<file path="src/hdl/ddl_ram.sv">
// Generic single-write, single-read synchronous RAM with registered read data.
`default_nettype none

module ddl_ram #(
   parameter int DEPTH = 32,
   parameter int WIDTH = 128
) (
   input  logic                     clock,
   input  logic                     wr_en,
   input  logic [$clog2(DEPTH)-1:0] wr_addr,
   input  logic [WIDTH-1:0]         wr_data,
   input  logic                     rd_en,
   input  logic [$clog2(DEPTH)-1:0] rd_addr,
   output logic [WIDTH-1:0]         rd_data
);

   logic [WIDTH-1:0] mem_ff [DEPTH];
   logic [WIDTH-1:0] rd_data_ff;

   always_ff @(posedge clock) begin
      if (wr_en) begin
         mem_ff[wr_addr] <= wr_data;
      end
      if (rd_en) begin
         rd_data_ff <= mem_ff[rd_addr];
      end
   end

   assign rd_data = rd_data_ff;

endmodule

`default_nettype wire

</file>
<file path="config.mk">
export PLATFORM = sky130hd
export DESIGN_NAME = ddl_ram
export DESIGN_NICKNAME = d
export VERILOG_FILES = /design/src/hdl/ddl_ram.sv
export SDC_FILE = /design/constraint.sdc
export NUM_CORES = 2
export LEC_CHECK = 0
export ABC_AREA = 1
export ABC_CLOCK_PERIOD_IN_PS = 8200
export BUFFER_PORTS_ARGS = -buffer_cell sky130_fd_sc_hd__buf_2
export CAP_MARGIN = 20
export CORE_MARGIN = 2
export CORE_UTILIZATION = 40
export DETAILED_ROUTE_END_ITERATION = 12
export GPL_TIMING_DRIVEN = 0
export HOLD_SLACK_MARGIN = 0.03
export PLACE_DENSITY = 0.54
export REMOVE_ABC_BUFFERS = 1
export SKIP_LAST_GASP = 1
export SLEW_MARGIN = 20
export SYNTH_ARGS = -nofsm -noshare
export SYNTH_HDL_FRONTEND = slang
export SYNTH_SLANG_ARGS = --single-unit
</file>
<file path="constraint.sdc">
create_clock -name clock -period 8.2 [get_ports clock]
set_clock_uncertainty 0.2 [all_clocks]
set_input_delay 1.64 -clock clock [delete_from_list [all_inputs] [get_ports clock]]
set_output_delay 1.64 -clock clock [all_outputs]
set_load 0.005 [all_outputs]
</file>
Yosys cells after proc, flatten, opt, wreduce, memory -nomap -nowiden
Memories as Yosys holds them, arrays and structs flattened. A register that Yosys moved wholly into a read port is not among the register bits.
Cells that the tools add are included.
Word-level totals
  memories kept: 1
  logic and storage cells: 3
  bits in registers: 0
  RAM bits: 4096
  input port bits: 141
  output and inout bits: 128
Memories
  mem_ff: depth 32, width 128, rd ports 1, clocked after Yosys merged registers in 1, write ports 1, RTL line 17  | logic [WIDTH-1:0] mem_ff [DEPTH];
Cells by class
  mux-type cells: 2
Operators with widths (number)
  $mux W1: 2

Longest topological paths before layout
  depth after elaboration: 2
  depth in mapped cells: 11
  mapped depth without buffers: 7

Worst setup path after synthesis
No wires, ideal clock.
  path type: input port to flip-flop
  start: input port wr_addr[0]
  end: memory mem_ff[8][0], enable pin
  buffers on the path: 0
  arrival time: 7261 ps
  setup time: 617 ps
  setup slack: 121 ps
  cell stages on the path: 3
  required time: 7383 ps
  cell sequence: inv_1 nand3_1 nor2_1
RTL lines
  start: declaration: RTL line 10  | input logic [$clog2(DEPTH)-1:0] wr_addr,
  end: declaration: RTL line 17
Straight into the memory's write port.

==> metrics.txt <==
H-tree depth 5; Die Height roughly 650 um; final global-route overflow total 0; simple logic cell fraction of the synthesized area 21.1%; Die Area approximately 420,000 um^2; DR WL/cell around 26 um; CP max stage delay between 600 and 700 ps; final setup vio count 0; gpl congestion a little under 0.7; Antenna Nets Post-Route 0; Yosys top cell area share around three quarters; nets@finish roughly 14,000; Post-Syn Area between 150,000 and 200,000 um^2; Synthesis Warnings 0; I/O Buffers ~270; worst-path cell chain buf_12 -> buf_16 -> buf_16 -> buf_16 -> inv_16 -> buf_16 -> buf_16 -> buf_16 -> nand2_1 -> nand3_1 -> nand3_1 -> nand3_1 -> nand3_1 -> nand2_1; # clock sinks 4,224; VDD IR max roughly 170 uV; Top Ports between 200 and 300; fin crit share 71.1%; CTS tree yes; standard-cell rows between 200 and 250; CTS Buffer Depth 4; final wirelength approximately 500 mm; CP delay by family, top buffers and inverters; largest net degree at the start of global routing 170; Die Wd about 650 um; first-pass GRT wire length ~710 mm; Pleak 67.9 nW; CTS clk-pin slew, worst paths around 60 ps; Final Hold Vio Count 0; DRT Pass-1 Iters 5; Design Area, Final 195,000 um^2; f_max between 150 and 200 MHz; element type at the critical path end flop; share of cells above drive strength 1 approximately a tenth; slowest stage cell on the critical path inv_16; kind of critical path in -> reg; Synth Area in Compound Gates 0%; post_cts resized 0; Adder-Cell Fraction of Synth Area 0%; maxcap violations 0; filler cell count in the final layout between 30,000 and 40,000; core area around 420,000 um^2; area of the multi-input gates 35,500 um^2; startpoint types input port; Util after Layout 46.9%; Residual DRC 0; relative slew slack 32.0%; vias per cell approximately 5.4; initial drt markers roughly 11,000; cells after synthesis approximately 13,000; Worst Path Arrival ~6500 ps; mux share of post-synthesis cell area 0%; area grow syn2layout 16.8%; register bit total from synthesis about 4,200; setup_tns 0 ps; Synth area leader edfxtp_1; most frequent CP cell buf_16; post-synthesis xor/xnor area fraction 0%; CP max FO approximately 160; CTS buffer count between 400 and 500; clk_lat worst skew 980 ps; Starting Density between 40% and 50%; min-delay worst type reg -> reg; post-synth cell types 13; Mean Syn Cell Area 12.6 um^2; outcome complete, no violations; main combinational cell family by area after synthesis simple AND/OR/NAND/NOR gates; number of setup buffers added after CTS 0; Reg area 127,000 um^2; Min Clock Period, post-route 5830 ps; setup repair after global routing missed its margin no; PwrDens ~240 nW/um^2; Total Power between 40 and 50 mW; CP required between 8000 and 9000 ps; DP Wirelength about 290 mm; synth top area cells edfxtp_1 76%, nand3_1 12%, nand2_1 9.5%; Post-CTS Hold Buffers 0; DP Area 182,000 um^2; number of global-route vias before repair between 90,000 and 100k; vias ~100k; Bufs and invs on worst path 8; Slew @ Worst Pin 1020 ps; root buf cell clkbuf_16; total track usage ~23%; register area share after synthesis 75.9%; Final Slew Violations 0; antenna violations before repair between 90 and 100
[layout by cell type, fill, tap and decap left out, types with 13 or more instances in the layout]
cell type / Yosys / routed
buf_12: 0 / 211
buf_16: 0 / 241
buf_2: 497 / 262
bufinv_16: 0 / 26
clkbuf_1: 118 / 116
clkbuf_16: 0 / 447
clkinv_1: 0 / 108
clkinv_2: 0 / 74
diode_2: 0 / 31
edfxtp_1: 4224 / 4224
inv_6: 0 / 13
nand2_1: 4224 / 4224
nand3_1: 3852 / 3852
nor2_4: 0 / 32
[tightest hold or removal path: stages (launching register included)]
cell and delay (ps):
edfxtp_1 320, nand2_1 50, nand3_1 60, nand3_1 60
nand3_1 70, nand3_1 60, nand2_1 50
[synthesized netlist by cell type]
| cell type | n |
|---|---|
| buf_4 | 105 |
| buf_8 | 1 |
| buf_6 | 74 |
| inv_4 | 2 |
| nand2_1 | 4224 |
| nor2_1 | 32 |
| buf_1 | 85 |
| nand3_1 | 3852 |
| inv_2 | 1 |
| edfxtp_1 | 4224 |
| buf_2 | 497 |
| clkbuf_1 | 118 |
| inv_1 | 7 |
[metrics by stage]
stage,hold slack (ps),setup slack [ps],cells
floorplan,516,-3760,12300
global placement,548,-204230,18100
detailed placement,550,1620,18600
CTS,571,2700,19400
global route,610,2290,19400
finish,561,2370,19400
[cells by family after synthesis]
family	after synthesis
and+or+nand+nor	8108
DFF	4224
buffers and inverters	890
[state kept, by name, indices dropped and copies added (netlist names)]
register / count
rd_data: 128
mem_ff: 4096
[layer usage]
layer / share of wire [%] / up-vias / global-route usage, %
met4: 3.0 / 56 / 6.66
met2: 49 / 3367 / 38.9
met1: 42 / 52300 / 30.7
met3: 6.0 / 860 / 3.02
li1: - / 48100 / -
met5: 0.069 / - / 0
[report_power, final]
| group | total (mW) | switching [mW] | internal [mW] |
|---|---|---|---|
| Combinational | 2.62 | 1.89 | 0.736 |
| Sequential | 24.2 | 0.0936 | 24.1 |
| Clock | 19.1 | 8.27 | 10.8 |
[final cells by class]
class / count / share of cell area (%)
timing repair buffer: 718 / 6.27
clock buffer: 563 / 5.96
antenna: 31 / 0.0398
clock inverter: 239 / 0.981
inverter: 10 / 0.0474
multi-input combinational: 8108 / 18.2
tap: 5497 / 3.52
sequential: 4224 / 65.0
[worst paths after layout]
path	start	endpoint	slack, ps	cells after the start
max	rd_addr[0]	rd_data[123]	2370	14
min reg2reg	mem_ff[20][36]	rd_data[36]	560	6
max reg2reg	mem_ff[19][91]	rd_data[91]	6520	6
min	mem_ff[20][36]	rd_data[36]	560	6
(Power assumes the default switching activity.)
