## src/hdl/ddl_pkg.sv

```systemverilog
// Shared types, constants and helper functions for the deadline I/O dispatcher.
`default_nettype none

package ddl_pkg;

   localparam int QUEUE_DEPTH = 16;
   localparam int MEM_DEPTH   = 2 * QUEUE_DEPTH;
   localparam int HEAD_W      = $clog2(QUEUE_DEPTH);
   localparam int FILL_W      = $clog2(QUEUE_DEPTH + 1);
   localparam int ADDR_W      = $clog2(MEM_DEPTH);
   localparam int MAX_RESULTS = 32;
   localparam int NRES_W      = $clog2(MAX_RESULTS + 1);

   localparam int EXPIRY_W   = 20;
   localparam int LIMIT_W    = 5;
   localparam int CSR_DATA_W = 20;
   localparam int CSR_IDX_W  = 2;
   localparam int WAIT_W     = 5;

   localparam logic [31:0] SAT32 = 32'hFFFF_FFFF;

   // length / 5 == (length * 52429) >> 18 for any 16-bit length
   localparam logic [15:0] DIV5_MUL   = 16'd52429;
   localparam int          DIV5_SHIFT = 18;

   localparam logic [EXPIRY_W-1:0] RESET_READ_EXPIRY  = EXPIRY_W'(500);
   localparam logic [EXPIRY_W-1:0] RESET_WRITE_EXPIRY = EXPIRY_W'(1000);
   localparam logic [LIMIT_W-1:0]  RESET_READ_LIMIT   = LIMIT_W'(4);
   localparam logic [LIMIT_W-1:0]  RESET_WRITE_LIMIT  = LIMIT_W'(2);

   localparam logic [CSR_IDX_W-1:0] REG_READ_EXPIRY  = CSR_IDX_W'(0);
   localparam logic [CSR_IDX_W-1:0] REG_WRITE_EXPIRY = CSR_IDX_W'(1);
   localparam logic [CSR_IDX_W-1:0] REG_READ_LIMIT   = CSR_IDX_W'(2);
   localparam logic [CSR_IDX_W-1:0] REG_WRITE_LIMIT  = CSR_IDX_W'(3);

   localparam logic OP_ENQUEUE = 1'b0;
   localparam logic OP_TICK    = 1'b1;

   localparam logic [1:0] TYPE_READ    = 2'd0;
   localparam logic [1:0] TYPE_WRITE   = 2'd1;
   localparam logic [1:0] TYPE_DISCARD = 2'd2;
   localparam logic [1:0] TYPE_FLUSH   = 2'd3;

   typedef enum logic [2:0] {
      KIND_ACCEPTED   = 3'd0,
      KIND_DROPPED    = 3'd1,
      KIND_IGNORED    = 3'd2,
      KIND_DISPATCHED = 3'd3,
      KIND_EXPIRED    = 3'd4
   } kind_type;

   typedef struct packed {
      logic [EXPIRY_W-1:0] read_expiry;
      logic [EXPIRY_W-1:0] write_expiry;
      logic [LIMIT_W-1:0]  read_limit;
      logic [LIMIT_W-1:0]  write_limit;
   } cfg_type;

   typedef struct packed {
      logic        op;
      logic [1:0]  req_type;
      logic [31:0] tag;
      logic [47:0] sector;
      logic [15:0] length;
   } item_type;

   typedef struct packed {
      logic [31:0] id;
      logic [47:0] sector;
      logic [15:0] length;
      logic [31:0] deadline;
   } entry_type;

   localparam int ENTRY_W = $bits(entry_type);

   typedef struct packed {
      logic              en;
      logic [ADDR_W-1:0] addr;
      entry_type         data;
   } mem_wr_type;

   typedef struct packed {
      logic              en;
      logic [ADDR_W-1:0] addr;
   } mem_rd_type;

   typedef struct packed {
      logic              valid;
      kind_type          kind;
      logic              is_write;
      logic [31:0]       id;
      logic [47:0]       sector;
      logic [15:0]       length;
      logic [31:0]       finish;
      logic              last;
      logic [FILL_W-1:0] rfill;
      logic [FILL_W-1:0] wfill;
      logic [31:0]       exp_total;
      logic [31:0]       disp_total;
   } emit_type;

   function automatic logic [31:0] sat_add(input logic [31:0] a, input logic [31:0] b);
      logic [32:0] s;
      s = {1'b0, a} + {1'b0, b};
      return s[32] ? SAT32 : s[31:0];
   endfunction

   // queue-relative index (may run up to twice the depth) to memory address
   function automatic logic [ADDR_W-1:0] slot_of(input logic is_w,
                                                 input logic [HEAD_W:0] idx);
      logic [HEAD_W:0] w;
      w = (idx >= (HEAD_W+1)'(QUEUE_DEPTH)) ? idx - (HEAD_W+1)'(QUEUE_DEPTH) : idx;
      return ADDR_W'(w) + (is_w ? ADDR_W'(QUEUE_DEPTH) : ADDR_W'(0));
   endfunction

   function automatic logic [HEAD_W-1:0] head_step(input logic [HEAD_W-1:0] h);
      logic [HEAD_W:0] n;
      n = {1'b0, h} + (HEAD_W+1)'(1);
      return (n == (HEAD_W+1)'(QUEUE_DEPTH)) ? HEAD_W'(0) : n[HEAD_W-1:0];
   endfunction

endpackage

`default_nettype wire

```

## src/hdl/ddl_core.sv

```systemverilog
// Dispatcher sequencer: queue pointers, time, totals, enqueue and tick pop sequencing.
`default_nettype none

module ddl_core (
   input  logic               clock,
   input  logic               reset,
   input  logic               accept,
   input  ddl_pkg::item_type  item,
   input  ddl_pkg::cfg_type   cfg,
   input  logic               out_free,
   input  ddl_pkg::entry_type rd_data,
   output logic               busy,
   output ddl_pkg::emit_type  emit,
   output ddl_pkg::mem_wr_type mem_wr,
   output ddl_pkg::mem_rd_type mem_rd
);

   import ddl_pkg::*;

   typedef enum logic [3:0] {
      ST_IDLE = 4'b0001,
      ST_ENQ  = 4'b0010,
      ST_CHK  = 4'b0100,
      ST_POP  = 4'b1000
   } state_type;

   state_type           state_ff, state_in;
   item_type            item_ff, item_in;
   logic [HEAD_W-1:0]   rd_head_ff, rd_head_in, wr_head_ff, wr_head_in;
   logic [FILL_W-1:0]   rd_fill_ff, rd_fill_in, wr_fill_ff, wr_fill_in;
   logic [31:0]         now_ff, now_in;
   logic [31:0]         exp_tot_ff, exp_tot_in, disp_tot_ff, disp_tot_in;
   logic                phase_w_ff, phase_w_in;
   logic [LIMIT_W-1:0]  done_ff, done_in;
   logic [NRES_W-1:0]   nres_ff, nres_in;

   // enqueue path
   logic              enq_is_w, enq_valid, enq_full;
   logic [FILL_W-1:0] enq_fill;
   logic [HEAD_W-1:0] enq_head;
   logic [31:0]       enq_deadline;

   // pop path
   logic              pop_w;
   logic [HEAD_W-1:0] pop_head;
   logic              rd_ok, wr_ok, pop_expired, pop_more;
   logic [31:0]       pop_prod, pop_finish;
   logic [15:0]       pop_q5, pop_q;
   logic [FILL_W-1:0] rd_fill_dec, wr_fill_dec;
   logic [LIMIT_W-1:0] done_after;
   logic [NRES_W-1:0] nres_after;
   logic [31:0]       exp_tot_after, disp_tot_after;

   always_comb begin
      enq_is_w     = item_ff.req_type[0];
      enq_valid    = !item_ff.req_type[1];
      enq_fill     = enq_is_w ? wr_fill_ff : rd_fill_ff;
      enq_head     = enq_is_w ? wr_head_ff : rd_head_ff;
      enq_full     = (enq_fill == FILL_W'(QUEUE_DEPTH));
      enq_deadline = sat_add(now_ff, 32'(enq_is_w ? cfg.write_expiry : cfg.read_expiry));
   end

   always_comb begin
      pop_w    = phase_w_ff;
      pop_head = pop_w ? wr_head_ff : rd_head_ff;
      rd_ok    = !phase_w_ff && (done_ff < cfg.read_limit) && (rd_fill_ff != '0)
                 && (nres_ff < NRES_W'(MAX_RESULTS));
      wr_ok    = phase_w_ff && (done_ff < cfg.write_limit) && (wr_fill_ff != '0)
                 && (nres_ff < NRES_W'(MAX_RESULTS));

      pop_expired = (rd_data.deadline < now_ff);
      pop_prod    = 32'(rd_data.length) * 32'(DIV5_MUL);
      pop_q5      = 16'(pop_prod >> DIV5_SHIFT);
      pop_q       = pop_w ? pop_q5 : (pop_q5 >> 1);
      pop_finish  = sat_add(now_ff, 32'(pop_q));

      rd_fill_dec = pop_w ? rd_fill_ff : rd_fill_ff - FILL_W'(1);
      wr_fill_dec = pop_w ? wr_fill_ff - FILL_W'(1) : wr_fill_ff;
      done_after  = pop_expired ? done_ff : done_ff + LIMIT_W'(1);
      nres_after  = nres_ff + NRES_W'(1);
      exp_tot_after  = pop_expired ? sat_add(exp_tot_ff, 32'd1) : exp_tot_ff;
      disp_tot_after = pop_expired ? disp_tot_ff : sat_add(disp_tot_ff, 32'd1);

      if (!pop_w) begin
         pop_more = ((done_after < cfg.read_limit) && (rd_fill_dec != '0)
                     && (nres_after < NRES_W'(MAX_RESULTS)))
                    || ((cfg.write_limit != '0) && (wr_fill_ff != '0)
                        && (nres_after < NRES_W'(MAX_RESULTS)));
      end else begin
         pop_more = (done_after < cfg.write_limit) && (wr_fill_dec != '0)
                    && (nres_after < NRES_W'(MAX_RESULTS));
      end
   end

   always_comb begin
      state_in   = state_ff;
      item_in    = item_ff;
      rd_head_in = rd_head_ff;
      wr_head_in = wr_head_ff;
      rd_fill_in = rd_fill_ff;
      wr_fill_in = wr_fill_ff;
      now_in     = now_ff;
      exp_tot_in = exp_tot_ff;
      disp_tot_in = disp_tot_ff;
      phase_w_in = phase_w_ff;
      done_in    = done_ff;
      nres_in    = nres_ff;
      emit       = '0;
      mem_wr     = '0;
      mem_rd     = '0;

      case (state_ff)
         ST_IDLE: begin
            if (accept) begin
               item_in = item;
               if (item.op == OP_TICK) begin
                  phase_w_in = 1'b0;
                  done_in    = '0;
                  nres_in    = '0;
                  state_in   = ST_CHK;
               end else begin
                  state_in = ST_ENQ;
               end
            end
         end
         ST_ENQ: begin
            if (out_free) begin
               emit.valid  = 1'b1;
               emit.id     = item_ff.tag;
               emit.sector = item_ff.sector;
               emit.length = item_ff.length;
               emit.last   = 1'b1;
               emit.rfill  = rd_fill_ff;
               emit.wfill  = wr_fill_ff;
               emit.exp_total  = exp_tot_ff;
               emit.disp_total = disp_tot_ff;
               if (!enq_valid) begin
                  emit.kind = KIND_IGNORED;
               end else if (enq_full) begin
                  emit.kind     = KIND_DROPPED;
                  emit.is_write = enq_is_w;
               end else begin
                  emit.kind     = KIND_ACCEPTED;
                  emit.is_write = enq_is_w;
                  mem_wr.en     = 1'b1;
                  mem_wr.addr   = slot_of(enq_is_w,
                                          {1'b0, enq_head} + (HEAD_W+1)'(enq_fill));
                  mem_wr.data.id       = item_ff.tag;
                  mem_wr.data.sector   = item_ff.sector;
                  mem_wr.data.length   = item_ff.length;
                  mem_wr.data.deadline = enq_deadline;
                  if (enq_is_w) begin
                     wr_fill_in  = wr_fill_ff + FILL_W'(1);
                     emit.wfill  = wr_fill_ff + FILL_W'(1);
                  end else begin
                     rd_fill_in  = rd_fill_ff + FILL_W'(1);
                     emit.rfill  = rd_fill_ff + FILL_W'(1);
                  end
               end
               state_in = ST_IDLE;
            end
         end
         ST_CHK: begin
            if (rd_ok || wr_ok) begin
               mem_rd.en   = 1'b1;
               mem_rd.addr = slot_of(pop_w, {1'b0, pop_head});
               state_in    = ST_POP;
            end else if (!phase_w_ff) begin
               phase_w_in = 1'b1;
               done_in    = '0;
            end else begin
               now_in   = sat_add(now_ff, 32'd1);
               state_in = ST_IDLE;
            end
         end
         ST_POP: begin
            if (out_free) begin
               emit.valid    = 1'b1;
               emit.kind     = pop_expired ? KIND_EXPIRED : KIND_DISPATCHED;
               emit.is_write = pop_w;
               emit.id       = rd_data.id;
               emit.sector   = rd_data.sector;
               emit.length   = rd_data.length;
               emit.finish   = pop_expired ? 32'd0 : pop_finish;
               emit.last     = !pop_more;
               emit.rfill    = rd_fill_dec;
               emit.wfill    = wr_fill_dec;
               emit.exp_total  = exp_tot_after;
               emit.disp_total = disp_tot_after;
               if (pop_w) begin
                  wr_head_in = head_step(wr_head_ff);
               end else begin
                  rd_head_in = head_step(rd_head_ff);
               end
               rd_fill_in  = rd_fill_dec;
               wr_fill_in  = wr_fill_dec;
               done_in     = done_after;
               nres_in     = nres_after;
               exp_tot_in  = exp_tot_after;
               disp_tot_in = disp_tot_after;
               state_in    = ST_CHK;
            end
         end
         default: begin
            state_in = ST_IDLE;
         end
      endcase
   end

   always_ff @(posedge clock) begin
      if (reset) begin
         state_ff    <= ST_IDLE;
         rd_head_ff  <= '0;
         wr_head_ff  <= '0;
         rd_fill_ff  <= '0;
         wr_fill_ff  <= '0;
         now_ff      <= '0;
         exp_tot_ff  <= '0;
         disp_tot_ff <= '0;
         phase_w_ff  <= 1'b0;
         done_ff     <= '0;
         nres_ff     <= '0;
      end else begin
         state_ff    <= state_in;
         rd_head_ff  <= rd_head_in;
         wr_head_ff  <= wr_head_in;
         rd_fill_ff  <= rd_fill_in;
         wr_fill_ff  <= wr_fill_in;
         now_ff      <= now_in;
         exp_tot_ff  <= exp_tot_in;
         disp_tot_ff <= disp_tot_in;
         phase_w_ff  <= phase_w_in;
         done_ff     <= done_in;
         nres_ff     <= nres_in;
      end
   end

   always_ff @(posedge clock) begin
      item_ff <= item_in;
   end

   assign busy = (state_ff != ST_IDLE);

endmodule

`default_nettype wire

```

## config.mk

```make
export PLATFORM = sky130hd
export DESIGN_NAME = ddl_core
export DESIGN_NICKNAME = d
export VERILOG_FILES = /design/src/hdl/ddl_pkg.sv /design/src/hdl/ddl_core.sv
export SDC_FILE = /design/constraint.sdc
export NUM_CORES = 1
export LEC_CHECK = 0
export ABC_AREA = 1
export BUFFER_PORTS_ARGS = -buffer_cell sky130_fd_sc_hd__buf_2
export CORE_AREA = 2 2 248 250
export CTS_BUF_LIST = sky130_fd_sc_hd__clkbuf_4 sky130_fd_sc_hd__clkbuf_8 sky130_fd_sc_hd__clkbuf_16
export DETAILED_ROUTE_END_ITERATION = 8
export DIE_AREA = 0 0 250 252
export SYNTH_ARGS = -nofsm -noshare
export SYNTH_HDL_FRONTEND = slang
export SYNTH_SLANG_ARGS = --single-unit
```

## constraint.sdc

```tcl
create_clock -name clock -period 6.5 [get_ports clock]
set_input_delay 0 -clock clock [delete_from_list [all_inputs] [get_ports clock]]
set_output_delay 0 -clock clock [all_outputs]
set_load 0.01 [all_outputs]
```

==> Word level (Yosys, flattened, before mapping) <==
Index checks and enable logic that the tools add are counted.
{ "totals": {"ff_bits": 228, "in_bits": 281, "out_inout_bits": 349, "word_cells": 168} }
{ "op_classes": {"add_sub_neg": 17, "mul": 1, "n_lt_le_gt_ge": 8, "eq_ne": 17, "muxes": 73, "bitwise_logic": 2, "n_reduce_logical": 35} }
{ "ops": {"columns": ["operator", "n"], "rows": [
  ["2-to-1 mux 134 bit", 4],
  ["2-to-1 mux 32 bit", 9],
  ["2-to-1 mux 208 bit", 1],
  ["one-hot mux 101 bit (2 select lines)", 1],
  ["one-hot mux 75 bit (2 select lines)", 1],
  ["2-to-1 mux 5 bit", 22],
  ["2-to-1 mux 101 bit", 1],
  ["adder 32 x 1 -> 33 bit (second input constant)", 3],
  ["2-to-1 mux 75 bit", 1],
  ["2-to-1 mux 4 bit", 9],
  ["adder 32 x 14 -> 33 bit", 1],
  ["adder 32 x 20 -> 33 bit", 1],
  ["< comparator 32 bit", 1],
  ["multiplier 16 x 16 -> 32 bit (second input constant)", 1],
  ["2-to-1 mux 6 bit", 5],
  ["nonzero test 5 bit", 5],
  ["< comparator 5 bit", 4],
  ["2-to-1 mux 10 bit", 2],
  ["2-to-1 mux 20 bit", 1],
  ["one-hot mux 5 bit (2 select lines)", 2],
  ["inequality test 2 bit (second input constant)", 8],
  ["one-hot mux 4 bit (4 select lines)", 1],
  ["adder 5 x 1 -> 5 bit (second input constant)", 3],
  ["equality test 5 bit (second input constant)", 3],
  ["other kinds (32)", 63]
]} }

==> Logic depth before layout (Yosys ltp) <==
{ "depth": {"ltp_word": 10, "depth_mapped": 37, "depth_no_buf": 37} }

==> Least setup slack after synthesis <==
OpenSTA, ideal clock, no wires.
{ "synth_timing": {"path_type": "in2out", "from": "in rd_data[39] (netlist bit)", "to": "out emit[99] (netlist bit)", "t_arrival_ns": 6.247, "setup_slack_ns": 0.253, "stages": 33, "path_buffers": 0, "path_cell_list": "ha_1 inv_1 fa_1 inv_1 fa_1 fa_1 fa_1 inv_1 fa_1 inv_1 ha_1 a21oi_1 o21a_1 o21ai_0 a21oi_1 inv_1 or2_2 nand3_1 o21ai_0 ha_1 fa_1 nand3_1 nand2_1 nand2_1 nand2_1 a21oi_1 o21ai_2 nand2_2 nor2_1 nand2_1 xor2_1 nor2_1 nor2_1"} }
{ "synth_lines": {"columns": ["item", "line_no", "text"], "rows": [
  ["from (decl)", "ddl_core.sv:11", "input ddl_pkg::entry_type rd_data,"],
  ["to (decl)", "ddl_core.sv:13", "output ddl_pkg::emit_type emit,"]
]} }

==> flow_summary.toml <==
[outcome]
outcome = "finished, final reports clean"

[die]
io_pins = 630
fp.dieW_um = 250
rows = 90
die_area_um2 = 63000
core_area_um2 = 60100
die_h_um = 252
start_util_pct = 39.2

[clock_network]
cts_max_path_buffers = 3
clk_pin_slew_worst_paths_ns = 0.07
cts_buffers = 29
htreeDepth = 1
cts_tree = "yes"
root_buffer = "clkbuf_16"
insertion_delay_ns = 0.60
cts.sinks = 228

[setup_path]
crit_slowest_cell = "fa_2"
path_class = "in -> out"
reg2reg_depth = 13
path_max_fanout = 5
max_stage_delay_ns = 0.53
cp.depth = 34
crit_buf_inv = 10
critical-path-top-delay-family = "adder cells"
endpoint_kind = "output port"
worstPathArrival_ns = 6.32
crit_required_ns = 6.50
start_kind = "input port"

[synthesis]
synthCells = 3418
ys_ff_latch = 228
postSynthAreaPerCell_um2 = 6.89
seq_area_frac_synth_pct = 23.5
yosys_warnings = 0
ys_types = 58
synth_nets = 4009
syn_area_um2 = 23600

[finish]
areaGrowthSynthToFinish_pct = 33.9
n_fill_cell = 6089
instances_no_fill = 5033
layout-drive-gt1-share_pct = 25.6
finalNetCount = 4804

[placed_design]
io_buffers = 629
place_inst = 4840
dp_hpwl_um = 82800
pre_cts_ws_ns = -0.398
place_congestion = 0.987

[route]
wl_per_cell_um = 20.8
route.vias.total = 26600
wirelength_um = 105000
dr.pass1.iters = 5
first_iter_violations = 2572
drc = 0
ant_nets = 0
vias_per_cell = 5.29

[timing]
slew_headroom_pct = 24.2
fmax_ghz = 0.158
worst_pin_slew_ns = 1.13
period_needed_ns = 6.32
finalMaxSlewViolations = 0
min_period_over_period_pct = 97.2
setup_ws_ns = 0.183
clock_skew_ns = 0.0357
final-setup-viol-count = 0
rsz0062_at_grt = "true"
hold_viol_final = 0

[global_route]
grt_usage_pct = 31.7
grt_overflow_total = 0
grt_pass1_vias = 25100
grt_max_degree = 156
antenna_found_initial = 24
grt_pass1_wl_um = 153000

[hold_path]
worst_hold_path.num_cells = 2
hold_class = "in -> reg"

[pwr]
total_power_mw = 12.0
powerDensity_nw_per_um2 = 379
leakagePower_nw = 15.2
ir_drop_v = 0.000416

[run]
max_cap_viol_count = 0
==> registers in the layout, indices dropped and copies added (netlist names), 5 cells and up <==
| signal | cells |
|---|---|
| exp_tot_ff | 32 |
| done_ff | 5 |
| nres_ff | 6 |
| disp_tot_ff | 32 |
| wr_fill_ff | 5 |
| item_ff | 97 |
| now_ff | 32 |
| rd_fill_ff | 5 |
==> path summary, 6_finish.rpt <==
kind | startpoint | endpoint | slack, ns
max | rd_data[34] | emit[95] | 0.18
min | item[95] | item_ff[95]$_DFFE_PP_ | 0.11
max reg2reg | now_ff[29]$_SDFFE_PP0P_ | disp_tot_ff[1]$_SDFFE_PP0P_ | 2.96
min reg2reg | nres_ff[5]$_SDFFE_PP0P_ | nres_ff[5]$_SDFFE_PP0P_ | 0.48
==> cells by family after synthesis <==
group	Yosys count	share of synthesized area, %
buffers and inverters	688	11.4
adders and majority gates	310	19.1
DFF	228	23.5
xor gates and xnor gates	130	4.83
AOI/OAI and AO/OA	697	16.5
and+or+nand+nor	1365	24.5
==> where the power goes <==
part	switching [mW]	internal (mW)	leakage (nW)	total, mW
clock network	0.729	1.07	0.512	1.80
logic	4.63	3.74	12.7	8.37
registers	0.0611	1.72	1.97	1.79
total	5.42	6.54	15.2	12.0
==> layout by cell type (no fill, tap or decap), types with 11 or more instances in the layout <==
cell           count
xor2_1           105
buf_4            153
clkbuf_16         32
a21oi_2           22
nor4_1            11
inv_2             42
dlygate4sd3_1    104
ha_1             192
buf_6             14
inv_1            507
fa_1              80
xnor2_1           24
nor2_2            23
nand3_1          104
o22ai_1           11
nand3_2           13
nand4_1           62
nor2_1           295
o21ai_0          248
o211ai_1          90
nand2_2           30
dfxtp_1          130
ha_4              33
buf_2            621
nor2_4            12
a21oi_1          226
o21ai_1           20
a31oi_1           21
edfxtp_1          98
diode_2           15
nor3_1            63
nand2_1          708
==> Yosys cell counts, drive strengths merged <==
cell type	number	area (um^2)
o211a	1	10.0
a31oi	23	144
clkinv	3	12.5
o2bb2ai	1	8.76
edfxtp	98	2940
nor2	330	1290
a21oi	253	1280
o31ai	1	7.51
nor3b	1	7.51
a21boi	4	30.0
nand3b	5	37.5
fa	83	1660
xnor2	25	219
nand4	62	388
buf	63	344
nor4	14	93.8
o22ai	11	68.8
and3	3	18.8
a22oi	1	7.51
a211oi	11	82.6
a2111oi	1	8.76
o21ai	277	1390
dfxtp	130	2600
o21bai	5	37.5
nor3	80	492
clkbuf	71	268
a21o	6	45.0
o211ai	91	688
inv	551	2070
xor2	105	920
or2	8	50.1
nand3	118	596
o21a	7	52.6
and2	1	6.26
nand2	743	2800
o311ai	3	26.3
a22o	1	8.76
ha	227	2840
==> routing by layer <==
| metal | routed length [um] | global-route usage (%) | vias up |
|---|---|---|---|
| met5 | 88 | 0 | - |
| met4 | 6180 | 15.8 | 14 |
| met3 | 7670 | 5.76 | 264 |
| met2 | 47800 | 52.0 | 1141 |
| met1 | 43100 | 40.1 | 12400 |
| li1 | - | - | 12900 |
==> final cells by class <==
class,count,area [um^2],area share (%)
well taps,782,978,3.10
clock inverters,19,234,0.741
inverters,554,2090,6.61
repair buffers,898,5550,17.6
flip-flops and latches,228,5550,17.6
clock buffers,35,823,2.61
diodes,15,37.5,0.119
multi-input cells,2502,16300,51.6
==> through the flow <==
step | setup TNS, ns | hold WS, ns | cell area, um^2 | util [%]
final | 0 | 0.108 | 31600 | 52.5
after global routing | -1.50 | 0.109 | 31500 | 52.5
after CTS | 0 | 0.0843 | 30600 | 51.0
after detailed placement | -10.54 | 0.178 | 28200 | 46.9
after global placement | -9.27 | 0.176 | 28200 | 46.9
after floorplan | 0 | 0.0989 | 23600 | -
==> timing repair <==
action                                  in CTS  in global routing
pin swaps                                   28                 84
resized for setup                           58                182
cloned                                       1                  0
hold endpoints to repair                   172                  0
setup buffers                                6                 13
hold buffers                               104                  0
endpoints found under the setup margin      32                 32
Power figures use the tool's default switching activity.
